File: config.mk
export PLATFORM = sky130hd
export DESIGN_NAME = detection_history_validator
export DESIGN_NICKNAME = d
export VERILOG_FILES = /design/src/design/dhv_pkg.sv /design/src/design/dhv_ram.sv /design/src/design/detection_history_validator.sv
export SDC_FILE = /design/constraint.sdc
export NUM_CORES = 2
export LEC_CHECK = 0
export BUFFER_PORTS_ARGS = -buffer_cell sky130_fd_sc_hd__buf_2
export CORE_ASPECT_RATIO = 1.1
export CORE_MARGIN = 4
export CORE_UTILIZATION = 65
export DETAILED_ROUTE_END_ITERATION = 7
export PLACE_DENSITY = 0.81
export SLEW_MARGIN = 5
export SYNTH_ARGS = -nofsm -noshare
export SYNTH_HDL_FRONTEND = slang
export SYNTH_SLANG_ARGS = --single-unit
File: constraint.sdc
create_clock -name clk_i -period 15.7 [get_ports clk_i]
set_input_delay 0.785 -clock clk_i [delete_from_list [all_inputs] [get_ports clk_i]]
set_output_delay 0.785 -clock clk_i [all_outputs]
set_load 0.02 [all_outputs]
File: src/design/dhv_pkg.sv
// Shared types and constants for the detection history validator.
package dhv_pkg;

  localparam int unsigned XW         = 15;
  localparam int unsigned RW         = 13;
  localparam int unsigned ENTRY_W    = 2 * XW + RW;
  localparam int unsigned CFG_IDX_W  = 1;
  localparam int unsigned CFG_DATA_W = 20;
  localparam int unsigned CONS_W     = 20;
  localparam int unsigned SAME_W     = 16;
  localparam int unsigned COUNT_W    = 5;
  localparam int unsigned MUL_W      = 16;
  localparam int unsigned SQ_W       = 32;
  localparam int unsigned ROOT_W     = 16;

  localparam logic [CFG_IDX_W-1:0] REG_CONSISTENCY = 1'b0;
  localparam logic [CFG_IDX_W-1:0] REG_SAME_OBJECT = 1'b1;

  localparam logic [CONS_W-1:0] CONS_RESET = 20'd320;
  localparam logic [SAME_W-1:0] SAME_RESET = 16'd160;

  typedef struct packed {
    logic [XW-1:0] x;
    logic [XW-1:0] y;
    logic [RW-1:0] r;
  } circle_t;

  typedef enum logic [1:0] {
    COMP_X,
    COMP_Y,
    COMP_R
  } comp_e;

  typedef enum logic [4:0] {
    ST_IDLE,
    ST_WRITE,
    ST_LIMSQ,
    ST_LIMST,
    ST_CH_RD,
    ST_CH_LD,
    ST_SQ0,
    ST_SQ1,
    ST_SQ2,
    ST_SQ3,
    ST_SQRT,
    ST_GRP_INIT,
    ST_SEED,
    ST_SEED_LD,
    ST_PAIR,
    ST_PAIR_LD,
    ST_CMP,
    ST_GRP_END,
    ST_DIV,
    ST_SNEXT,
    ST_DONE
  } state_e;

endpackage

File: src/design/dhv_ram.sv
// Generic single-port-write, single-port-read RAM with registered read data.
module dhv_ram #(
  parameter int unsigned WIDTH = 43,
  parameter int unsigned DEPTH = 16
) (
  input  logic                     clk_i,
  input  logic                     we_i,
  input  logic [$clog2(DEPTH)-1:0] waddr_i,
  input  logic [WIDTH-1:0]         wdata_i,
  input  logic [$clog2(DEPTH)-1:0] raddr_i,
  output logic [WIDTH-1:0]         rdata_o
);

  logic [WIDTH-1:0] mem_q [DEPTH];
  logic [WIDTH-1:0] rdata_q;

  always_ff @(posedge clk_i) begin
    if (we_i) begin
      mem_q[waddr_i] <= wdata_i;
    end
    rdata_q <= mem_q[raddr_i];
  end

  assign rdata_o = rdata_q;

endmodule

File: src/design/detection_history_validator.sv
// Top level of the detection history validator: ring history, chain check and grouping.
//
//   Channel  Handshake                Payload
//   in       in_valid_i / in_ready_o  found_i, centre_x_i, centre_y_i, radius_i
//   out      out_valid_o/ out_ready_i steady_*, history_full_o, likely_*
//   cfg      cfg_we_i                 cfg_idx_i, cfg_data_i
//
// One beat runs through a sequencer around one shared 16x16 multiplier, a bit-serial square
// root and a bit-serial divider (one quotient bit per cycle). The chain check sums the
// distances over WINDOW entries; once the ring has wrapped, grouping follows, and each new
// best group is averaged by the divider.
// Reset clears the history through per-slot valid bits at once; no clearing pass is needed.
// The input is not ready while a beat is in work; a finished result waits in the output
// register and the next input beat is taken while it waits.
module detection_history_validator #(
  parameter int unsigned HISTORY_DEPTH = 16,
  parameter int unsigned WINDOW        = 4
) (
  input  logic                             clk_i,
  input  logic                             rst_ni,
  input  logic                             cfg_we_i,
  input  logic [dhv_pkg::CFG_IDX_W-1:0]    cfg_idx_i,
  input  logic [dhv_pkg::CFG_DATA_W-1:0]   cfg_data_i,
  input  logic                             in_valid_i,
  output logic                             in_ready_o,
  input  logic                             found_i,
  input  logic [dhv_pkg::XW-1:0]           centre_x_i,
  input  logic [dhv_pkg::XW-1:0]           centre_y_i,
  input  logic [dhv_pkg::RW-1:0]           radius_i,
  output logic                             out_valid_o,
  input  logic                             out_ready_i,
  output logic                             steady_valid_o,
  output logic [dhv_pkg::XW-1:0]           steady_x_o,
  output logic [dhv_pkg::XW-1:0]           steady_y_o,
  output logic [dhv_pkg::RW-1:0]           steady_r_o,
  output logic                             history_full_o,
  output logic [dhv_pkg::XW-1:0]           likely_x_o,
  output logic [dhv_pkg::XW-1:0]           likely_y_o,
  output logic [dhv_pkg::RW-1:0]           likely_r_o,
  output logic [dhv_pkg::COUNT_W-1:0]      likely_count_o
);

  localparam int unsigned IW    = $clog2(HISTORY_DEPTH);
  localparam int unsigned CNT_W = $clog2(HISTORY_DEPTH + 1);
  localparam int unsigned SUM_W = dhv_pkg::XW + CNT_W;
  localparam int unsigned DCW   = $clog2(SUM_W);
  localparam int unsigned WCW   = $clog2(WINDOW + 1);
  localparam int unsigned CSW   = dhv_pkg::ROOT_W + $clog2(WINDOW + 1);

  dhv_pkg::state_e state_q, state_d;

  logic [dhv_pkg::CONS_W-1:0] cons_q;
  logic [dhv_pkg::SAME_W-1:0] same_q;
  logic [IW-1:0]              slot_q;
  logic                       primed_q, wrapped_q;
  logic [HISTORY_DEPTH-1:0]   valid_q;
  logic                       out_vld_q;

  dhv_pkg::circle_t new_q, a_q, b_q, rd_circ;
  logic [IW-1:0]              cur_q, seed_q, j_q, next_slot, cur_prev;
  logic [WCW-1:0]             win_q;
  logic [CSW-1:0]             csum_q;
  logic [dhv_pkg::SQ_W-1:0]   prod_q, acc_q, limsq_q;
  logic [dhv_pkg::SQ_W-1:0]   srem_q, sres_q, sbit_q, strial, srem_d, sres_d;
  logic                       grp_q;
  logic [HISTORY_DEPTH-1:0]   taken_q;
  logic [CNT_W-1:0]           cnt_q, best_q;
  logic [SUM_W-1:0]           sx_q, sy_q, sr_q, num_q, num_d;
  logic [CNT_W-1:0]           drem_q, drem_d;
  logic [CNT_W:0]             dtrial, ddiff;
  logic                       dge;
  logic [DCW-1:0]             dcnt_q;
  dhv_pkg::comp_e             comp_q;
  logic [dhv_pkg::XW-1:0]     lx_q, ly_q;
  logic [dhv_pkg::RW-1:0]     lr_q;
  logic                       rd_vld_q;
  logic [dhv_pkg::ENTRY_W-1:0] rd_data;

  logic                       ram_we;
  logic [IW-1:0]              ram_raddr;
  logic [dhv_pkg::MUL_W-1:0]  mul_a;
  logic [dhv_pkg::SQ_W-1:0]   mul_p;
  logic                       in_acc, sqrt_last, div_last, in_range;

  logic                       o_steady_q, o_full_q;
  dhv_pkg::circle_t           o_steady_c_q, o_likely_c_q;
  logic [dhv_pkg::COUNT_W-1:0] o_count_q;

  assign in_acc    = in_valid_i && in_ready_o;
  assign in_ready_o = (state_q == dhv_pkg::ST_IDLE);
  assign next_slot = (slot_q == IW'(HISTORY_DEPTH - 1)) ? '0 : slot_q + 1'b1;
  assign cur_prev  = (cur_q == '0) ? IW'(HISTORY_DEPTH - 1) : cur_q - 1'b1;
  assign rd_circ   = rd_vld_q ? dhv_pkg::circle_t'(rd_data) : '0;
  assign sqrt_last = sbit_q[0];
  assign div_last  = (dcnt_q == DCW'(SUM_W - 1));
  assign in_range  = (acc_q < limsq_q);

  dhv_ram #(
    .WIDTH(dhv_pkg::ENTRY_W),
    .DEPTH(HISTORY_DEPTH)
  ) u_hist (
    .clk_i  (clk_i),
    .we_i   (ram_we),
    .waddr_i(next_slot),
    .wdata_i(new_q),
    .raddr_i(ram_raddr),
    .rdata_o(rd_data)
  );

  // Shared multiplier operand, history write enable and history read address.
  always_comb begin
    mul_a     = '0;
    ram_we    = 1'b0;
    ram_raddr = cur_prev;
    case (state_q)
      dhv_pkg::ST_WRITE:  ram_we = 1'b1;
      dhv_pkg::ST_LIMSQ:  mul_a = same_q;
      dhv_pkg::ST_SQ0: begin
        mul_a = {1'b0, (a_q.x > b_q.x) ? a_q.x - b_q.x : b_q.x - a_q.x};
      end
      dhv_pkg::ST_SQ1: begin
        mul_a = {1'b0, (a_q.y > b_q.y) ? a_q.y - b_q.y : b_q.y - a_q.y};
      end
      dhv_pkg::ST_SQ2: begin
        mul_a = {3'b0, (a_q.r > b_q.r) ? a_q.r - b_q.r : b_q.r - a_q.r};
      end
      dhv_pkg::ST_SEED:   ram_raddr = seed_q;
      dhv_pkg::ST_PAIR:   ram_raddr = j_q;
      default:            ram_raddr = cur_prev;
    endcase
  end

  assign mul_p = dhv_pkg::SQ_W'(mul_a) * dhv_pkg::SQ_W'(mul_a);

  assign strial = sres_q + sbit_q;
  always_comb begin
    if (srem_q >= strial) begin
      srem_d = srem_q - strial;
      sres_d = (sres_q >> 1) + sbit_q;
    end else begin
      srem_d = srem_q;
      sres_d = sres_q >> 1;
    end
  end

  assign dtrial = {drem_q, num_q[SUM_W-1]};
  assign dge    = (dtrial >= {1'b0, cnt_q});
  assign ddiff  = dtrial - {1'b0, cnt_q};
  assign drem_d = dge ? ddiff[CNT_W-1:0] : dtrial[CNT_W-1:0];
  assign num_d  = {num_q[SUM_W-2:0], dge};

  always_comb begin
    state_d = state_q;
    case (state_q)
      dhv_pkg::ST_IDLE:     if (in_valid_i) state_d = dhv_pkg::ST_WRITE;
      dhv_pkg::ST_WRITE:    state_d = dhv_pkg::ST_LIMSQ;
      dhv_pkg::ST_LIMSQ:    state_d = dhv_pkg::ST_LIMST;
      dhv_pkg::ST_LIMST:    state_d = dhv_pkg::ST_CH_RD;
      dhv_pkg::ST_CH_RD:    state_d = dhv_pkg::ST_CH_LD;
      dhv_pkg::ST_CH_LD:    state_d = dhv_pkg::ST_SQ0;
      dhv_pkg::ST_SQ0:      state_d = dhv_pkg::ST_SQ1;
      dhv_pkg::ST_SQ1:      state_d = dhv_pkg::ST_SQ2;
      dhv_pkg::ST_SQ2:      state_d = grp_q ? dhv_pkg::ST_SQ3 : dhv_pkg::ST_SQRT;
      dhv_pkg::ST_SQ3:      state_d = dhv_pkg::ST_CMP;
      dhv_pkg::ST_SQRT: begin
        if (sqrt_last) begin
          if (win_q != WCW'(WINDOW - 1)) begin
            state_d = dhv_pkg::ST_CH_RD;
          end else if (wrapped_q) begin
            state_d = dhv_pkg::ST_GRP_INIT;
          end else begin
            state_d = dhv_pkg::ST_DONE;
          end
        end
      end
      dhv_pkg::ST_GRP_INIT: state_d = dhv_pkg::ST_SEED;
      dhv_pkg::ST_SEED: begin
        state_d = taken_q[seed_q] ? dhv_pkg::ST_SNEXT : dhv_pkg::ST_SEED_LD;
      end
      dhv_pkg::ST_SEED_LD:  state_d = dhv_pkg::ST_PAIR;
      dhv_pkg::ST_PAIR: begin
        if (j_q == seed_q) begin
          state_d = dhv_pkg::ST_GRP_END;
        end else if (!taken_q[j_q]) begin
          state_d = dhv_pkg::ST_PAIR_LD;
        end
      end
      dhv_pkg::ST_PAIR_LD:  state_d = dhv_pkg::ST_SQ0;
      dhv_pkg::ST_CMP:      state_d = dhv_pkg::ST_PAIR;
      dhv_pkg::ST_GRP_END:  state_d = (cnt_q > best_q) ? dhv_pkg::ST_DIV : dhv_pkg::ST_SNEXT;
      dhv_pkg::ST_DIV: begin
        if (div_last && comp_q == dhv_pkg::COMP_R) state_d = dhv_pkg::ST_SNEXT;
      end
      dhv_pkg::ST_SNEXT:    state_d = (seed_q == '0) ? dhv_pkg::ST_DONE : dhv_pkg::ST_SEED;
      dhv_pkg::ST_DONE:     if (!out_vld_q || out_ready_i) state_d = dhv_pkg::ST_IDLE;
      default:              state_d = dhv_pkg::ST_IDLE;
    endcase
  end

  always_ff @(posedge clk_i or negedge rst_ni) begin
    if (!rst_ni) begin
      state_q   <= dhv_pkg::ST_IDLE;
      cons_q    <= dhv_pkg::CONS_RESET;
      same_q    <= dhv_pkg::SAME_RESET;
      slot_q    <= IW'(HISTORY_DEPTH - 1);
      primed_q  <= 1'b0;
      wrapped_q <= 1'b0;
      valid_q   <= '0;
      out_vld_q <= 1'b0;
    end else begin
      state_q <= state_d;
      if (cfg_we_i) begin
        if (cfg_idx_i == dhv_pkg::REG_CONSISTENCY) begin
          cons_q <= cfg_data_i[dhv_pkg::CONS_W-1:0];
        end else if (cfg_idx_i == dhv_pkg::REG_SAME_OBJECT) begin
          same_q <= cfg_data_i[dhv_pkg::SAME_W-1:0];
        end
      end
      if (state_q == dhv_pkg::ST_WRITE) begin
        slot_q             <= next_slot;
        primed_q           <= 1'b1;
        valid_q[next_slot] <= 1'b1;
        if (slot_q == IW'(HISTORY_DEPTH - 1) && primed_q) begin
          wrapped_q <= 1'b1;
        end
      end
      if (out_vld_q && out_ready_i) begin
        out_vld_q <= 1'b0;
      end
      if (state_q == dhv_pkg::ST_DONE && state_d == dhv_pkg::ST_IDLE) begin
        out_vld_q <= 1'b1;
      end
    end
  end

  always_ff @(posedge clk_i) begin
    rd_vld_q <= valid_q[ram_raddr];
    prod_q   <= mul_p;
    case (state_q)
      dhv_pkg::ST_IDLE: begin
        if (in_acc) begin
          new_q.x <= found_i ? centre_x_i : '0;
          new_q.y <= found_i ? centre_y_i : '0;
          new_q.r <= found_i ? radius_i : '0;
        end
      end
      dhv_pkg::ST_WRITE: begin
        a_q    <= new_q;
        cur_q  <= next_slot;
        win_q  <= '0;
        csum_q <= '0;
        grp_q  <= 1'b0;
        best_q <= '0;
        lx_q   <= '0;
        ly_q   <= '0;
        lr_q   <= '0;
      end
      dhv_pkg::ST_LIMST:  limsq_q <= prod_q;
      dhv_pkg::ST_CH_RD:  cur_q <= cur_prev;
      dhv_pkg::ST_CH_LD:  b_q <= rd_circ;
      dhv_pkg::ST_SQ1:    acc_q <= prod_q;
      dhv_pkg::ST_SQ2: begin
        acc_q  <= acc_q + prod_q;
        srem_q <= acc_q + prod_q;
        sres_q <= '0;
        sbit_q <= 32'h4000_0000;
      end
      dhv_pkg::ST_SQ3:    acc_q <= acc_q + prod_q;
      dhv_pkg::ST_SQRT: begin
        srem_q <= srem_d;
        sres_q <= sres_d;
        sbit_q <= sbit_q >> 2;
        if (sqrt_last) begin
          csum_q <= csum_q + CSW'(sres_d[dhv_pkg::ROOT_W-1:0]);
          a_q    <= b_q;
          win_q  <= win_q + 1'b1;
        end
      end
      dhv_pkg::ST_GRP_INIT: begin
        taken_q <= '0;
        seed_q  <= IW'(HISTORY_DEPTH - 1);
        grp_q   <= 1'b1;
      end
      dhv_pkg::ST_SEED: begin
        if (!taken_q[seed_q]) taken_q[seed_q] <= 1'b1;
      end
      dhv_pkg::ST_SEED_LD: begin
        a_q   <= rd_circ;
        sx_q  <= SUM_W'(rd_circ.x);
        sy_q  <= SUM_W'(rd_circ.y);
        sr_q  <= SUM_W'(rd_circ.r);
        cnt_q <= CNT_W'(1);
        j_q   <= '0;
      end
      dhv_pkg::ST_PAIR: begin
        if (j_q != seed_q && taken_q[j_q]) j_q <= j_q + 1'b1;
      end
      dhv_pkg::ST_PAIR_LD: b_q <= rd_circ;
      dhv_pkg::ST_CMP: begin
        if (in_range) begin
          taken_q[j_q] <= 1'b1;
          cnt_q        <= cnt_q + 1'b1;
          sx_q         <= sx_q + SUM_W'(b_q.x);
          sy_q         <= sy_q + SUM_W'(b_q.y);
          sr_q         <= sr_q + SUM_W'(b_q.r);
        end
        j_q <= j_q + 1'b1;
      end
      dhv_pkg::ST_GRP_END: begin
        if (cnt_q > best_q) begin
          best_q <= cnt_q;
          comp_q <= dhv_pkg::COMP_X;
          num_q  <= sx_q;
          drem_q <= '0;
          dcnt_q <= '0;
        end
      end
      dhv_pkg::ST_DIV: begin
        num_q  <= num_d;
        drem_q <= drem_d;
        dcnt_q <= dcnt_q + 1'b1;
        if (div_last) begin
          drem_q <= '0;
          dcnt_q <= '0;
          case (comp_q)
            dhv_pkg::COMP_X: begin
              lx_q   <= num_d[dhv_pkg::XW-1:0];
              num_q  <= sy_q;
              comp_q <= dhv_pkg::COMP_Y;
            end
            dhv_pkg::COMP_Y: begin
              ly_q   <= num_d[dhv_pkg::XW-1:0];
              num_q  <= sr_q;
              comp_q <= dhv_pkg::COMP_R;
            end
            default: lr_q <= num_d[dhv_pkg::RW-1:0];
          endcase
        end
      end
      dhv_pkg::ST_SNEXT: seed_q <= seed_q - 1'b1;
      dhv_pkg::ST_DONE: begin
        if (!out_vld_q || out_ready_i) begin
          o_steady_q   <= (32'(csum_q) < 32'(cons_q));
          o_steady_c_q <= (32'(csum_q) < 32'(cons_q)) ? new_q : '0;
          o_full_q     <= wrapped_q;
          o_likely_c_q <= '{x: lx_q, y: ly_q, r: lr_q};
          o_count_q    <= dhv_pkg::COUNT_W'(best_q);
        end
      end
      default: begin
      end
    endcase
  end

  assign out_valid_o    = out_vld_q;
  assign steady_valid_o = o_steady_q;
  assign steady_x_o     = o_steady_c_q.x;
  assign steady_y_o     = o_steady_c_q.y;
  assign steady_r_o     = o_steady_c_q.r;
  assign history_full_o = o_full_q;
  assign likely_x_o     = o_likely_c_q.x;
  assign likely_y_o     = o_likely_c_q.y;
  assign likely_r_o     = o_likely_c_q.r;
  assign likely_count_o = o_count_q;

endmodule
==> metrics.md <==
| Metric | Value |
|---|---|
| H-tree depth | `4` |
| Inst Count DP | `7943` |
| Synth Register Bits | `1388` |
| Filler cells | `7834` |
| FF-to-FF setup slack | `5570 ps` |
| Synth warnings | `0` |
| Mux cell area share after synthesis | `~1.2%` |
| Slowest cell on crit path | `o41ai_1` |
| Top cells by area, synth | `edfxtp_1 50%, ha_1 6.9%, fa_1 4.7%, nand2_1 4.3%, a211oi_1 2.5%` |
| First-pass GRT wire length | `301 mm` |
| Multi-input gate area | `between 30000 and 40000 um^2` |
| Fin crit period | `10130 ps` |
| Violations in the final reports | `max-capacitance violations` |
| Critical path class | `flop to flop` |
| Clock power frac | `a little over a fifth` |
| Power per cell area | `191 nW/um^2` |
| Worst clock skew | `~35 ps` |
| Final setup TNS | `0 ps` |
| WL/cell | `24.3 um` |
| RSZ-0062 raised after global routing | `false` |
| Max Fanout on Critical Path | `18` |
| Syn Area/Cell | `11.5 um^2` |
| Most common cell after layout, fill and taps aside | `edfxtp_1` |
| Synth Area in Compound Gates | `14.7%` |
| Number of synthesized flops with an enable pin | `1249` |
| DRC | `0` |
| Adder-Cell Fraction of Synth Area | `11.6%` |
| Starting density of the core | `65.4%` |
| CTS tree | `built` |
| Critical R2R Launch | `b_q[8]` |
| Tcrit/Tclk final | `between 60 and 70%` |
| PortBufs | `164` |
| Largest net degree at the start of global routing | `256` |
| WL final | `200 mm` |
| Post-synth top area cell | `edfxtp_1` |
| Most used cell, CP | `fa_1` |
| Post-CTS Hold Fix Bufs | `0` |
| Endpoints failing hold | `0` |
| Final ANT Viol Nets | `0` |
| Routed vias | `roughly 53000` |
| Die area | `120000 um^2` |
| Post-DP HPWL | `131 mm` |
| Aggregate global-route resource usage | `32.9%` |
| CP arrival | `10830 ps` |
| DIE WIDTH | `331 um` |
| Seq pwr share | `33.0%` |
| Combinational share of power | `45.8%` |
| Commonest cells after routing, fill and taps aside | `1249 x edfxtp_1, 845 x nand2_1, 486 x inv_1` |
| P_sw | `0.00654 W` |
| Simple-Gate Fraction of Synth Area | `~11%` |
| Post-synthesis sequential area ratio | `a little over half` |
| Post-Syn Area | `74700 um^2` |
| Sequential cell area | `roughly 41000 um^2` |
| Clock Tree Root | `clkbuf_16` |
| Core Area | `114000 um^2` |
| Leak pwr | `31.8 nW` |
| Clock transition at the registers of the reported paths | `about 60 ps` |
| Max Fclk | `98.7 MHz` |
| NumNets Final | `about 7200` |
| Top cell type's share of synthesized area | `50.2%` |
| GRT overflow | `0` |
| Final Max Slew Viols | `0` |
| RR Endpoint | `prod_q[30]` |
| Worst hold path class | `primary input to asynchronous set/reset pin` |
| # Post-CTS Setup Buffers | `0` |
| Total power | `~0.016 W` |
| Clock Latency Late Sink | `800 ps` |
| Vias in the first global route | `51800` |
| Clk sinks | `roughly 1400` |
| Worst reg-to-reg path cell count | `31` |
| Post-Synth XOR/XNOR Area | `about 2.7%` |
| Final Wtd Congestion | `between 0.9 and 1` |
| Largest family of logic cells by synthesized area | `compound AO/OA/AOI/OAI gates` |
| CP peak stage delay | `1140 ps` |
| Die height | `363 um` |
| Max clock buf depth | `3` |
| Yosys cell types | `approximately 100` |
| Status | `finished with violations` |
| Layout cells sized above 1 | `8.64%` |
| Area Overhead vs Synth | `9.18%` |
| Max_cap viols | `1` |
| Vias per inst | `between 6 and 7` |
| Worst Tran Pin Value | `roughly 1500 ps` |
| Slew margin rel. | `1.45%` |
| Initial antenna violation count | `2` |
| 1st-iter DRT viols | `5794` |
| Worst Path Required | `16400 ps` |
| I/O Pins | `165` |
| Int Pwr | `0.00903 W` |
| Startpoint Class | `flop` |
| # setup viols final | `0` |
| Async SR Flop Fraction | `4.61%` |
| Total CTS buffers | `141` |
| Finished Layout Cells | `8212` |
| Worst setup EP type | `flop` |
| Post-Synthesis Cells | `6509` |
| Synth Flop Type | `edfxtp_1` |
| Worst VDD drop | `0.217 mV` |
| Drt pass-1 iters | `6` |
| Synthesized net count | `7166` |
| Sw Share | `42.0%` |
| Row cnt | `130` |
| PostCTS Resize Cnt | `0` |
[worst max-delay path: cells and delay by family, from the launching register on]
family	cells	cell delay [ps]
XOR/XNOR	1	170
AND/OR/NAND/NOR	4	740
adder cells (fa/ha/maj)	8	3950
buffers and inverters	6	550
flip-flops	1	420
AO/OA/AOI/OAI	12	4160
[worst max path at each step]
stage | startpoint | end | slack, ps | cells past startpoint
after global routing | b_q[4] | prod_q[30] | 5180 | 31
after global placement | b_q[37] | prod_q[30] | 5920 | 33
after detailed placement | b_q[37] | prod_q[30] | 5800 | 33
final | b_q[8] | prod_q[30] | 5570 | 31
after CTS | b_q[37] | prod_q[30] | 5670 | 33
after floorplan | state_q[3] | prod_q[30] | 4960 | 31
[area by class of cell]
cell class,count,area share (%)
clock buffers,212,4.87
flip-flops and latches,1388,49.8
multi-input cells,4313,38.3
well taps,1518,2.33
clock inverters,52,0.723
inverters,491,2.26
repair buffers,233,1.69
diodes,5,0.0154
[metal layers]
| layer | wire (um) | up-vias | global-route usage (%) |
|---|---|---|---|
| met5 | 37 | - | 0.242 |
| met4 | 12100 | 2 | 18.0 |
| met3 | 15700 | 513 | 5.25 |
| met2 | 96200 | 2479 | 54.2 |
| met1 | 75600 | 25900 | 41.9 |
| li1 | - | 23800 | - |
[synthesized netlist by cell type, types with 60 or more instances]
cell and count:
a211oi_1 251, a21boi_0 60, a21o_1 133, a21oi_1 334
a311oi_1 99, a31oi_1 133, and2_1 260, and3_1 66
clkbuf_1 250, dfxtp_1 75, edfxtp_1 1249, fa_1 174
ha_1 413, inv_1 486, nand2_1 848, nand3_1 71
nor2_1 227, nor3_1 64, o21ai_0 297, xnor2_1 135
xor2_1 93
[kinds of logic after synthesis]
logic type	after synthesis
AOI/OAI and AO/OA	1635
xor gates and xnor gates	228
adders and majority gates	587
buffers and inverters	808
DFF	1388
muxes	71
and+or+nand+nor	1792
[through the flow]
stage	utilization (%)	cell area, um^2	hold slack, ps	worst slack, ps
6_report	71.4	81500	148	5570
5_1_grt	71.4	81500	191	5180
4_1_cts	71.4	81500	161	5670
3_5_place_dp	67.4	76900	405	5800
3_3_place_gp	67.4	76900	402	5920
2_1_floorplan	-	74700	400	4960
[state kept, by name, indices dropped and copies added, names as in the netlist, 31 cells and up]
| register | count |
|---|---|
| new_q | 43 |
| a_q | 43 |
| acc_q | 32 |
| sres_q | 32 |
| srem_q | 32 |
| limsq_q | 31 |
| prod_q | 31 |
| u_hist.mem_q | 688 |
| u_hist.rdata_o | 43 |
| b_q | 43 |
[power by group through the flow]
stage | clock network, W | logic, W | registers, W
after detailed placement | 0 | 0.00696 | 0.00519
final | 0.00330 | 0.00714 | 0.00513
after CTS | 0.00333 | 0.00703 | 0.00512
after floorplan | 0 | 0.00510 | 0.00501
after global placement | 0 | 0.00679 | 0.00517
after global routing | 0.00349 | 0.00782 | 0.00517
Power figures use the tool's default switching activity.
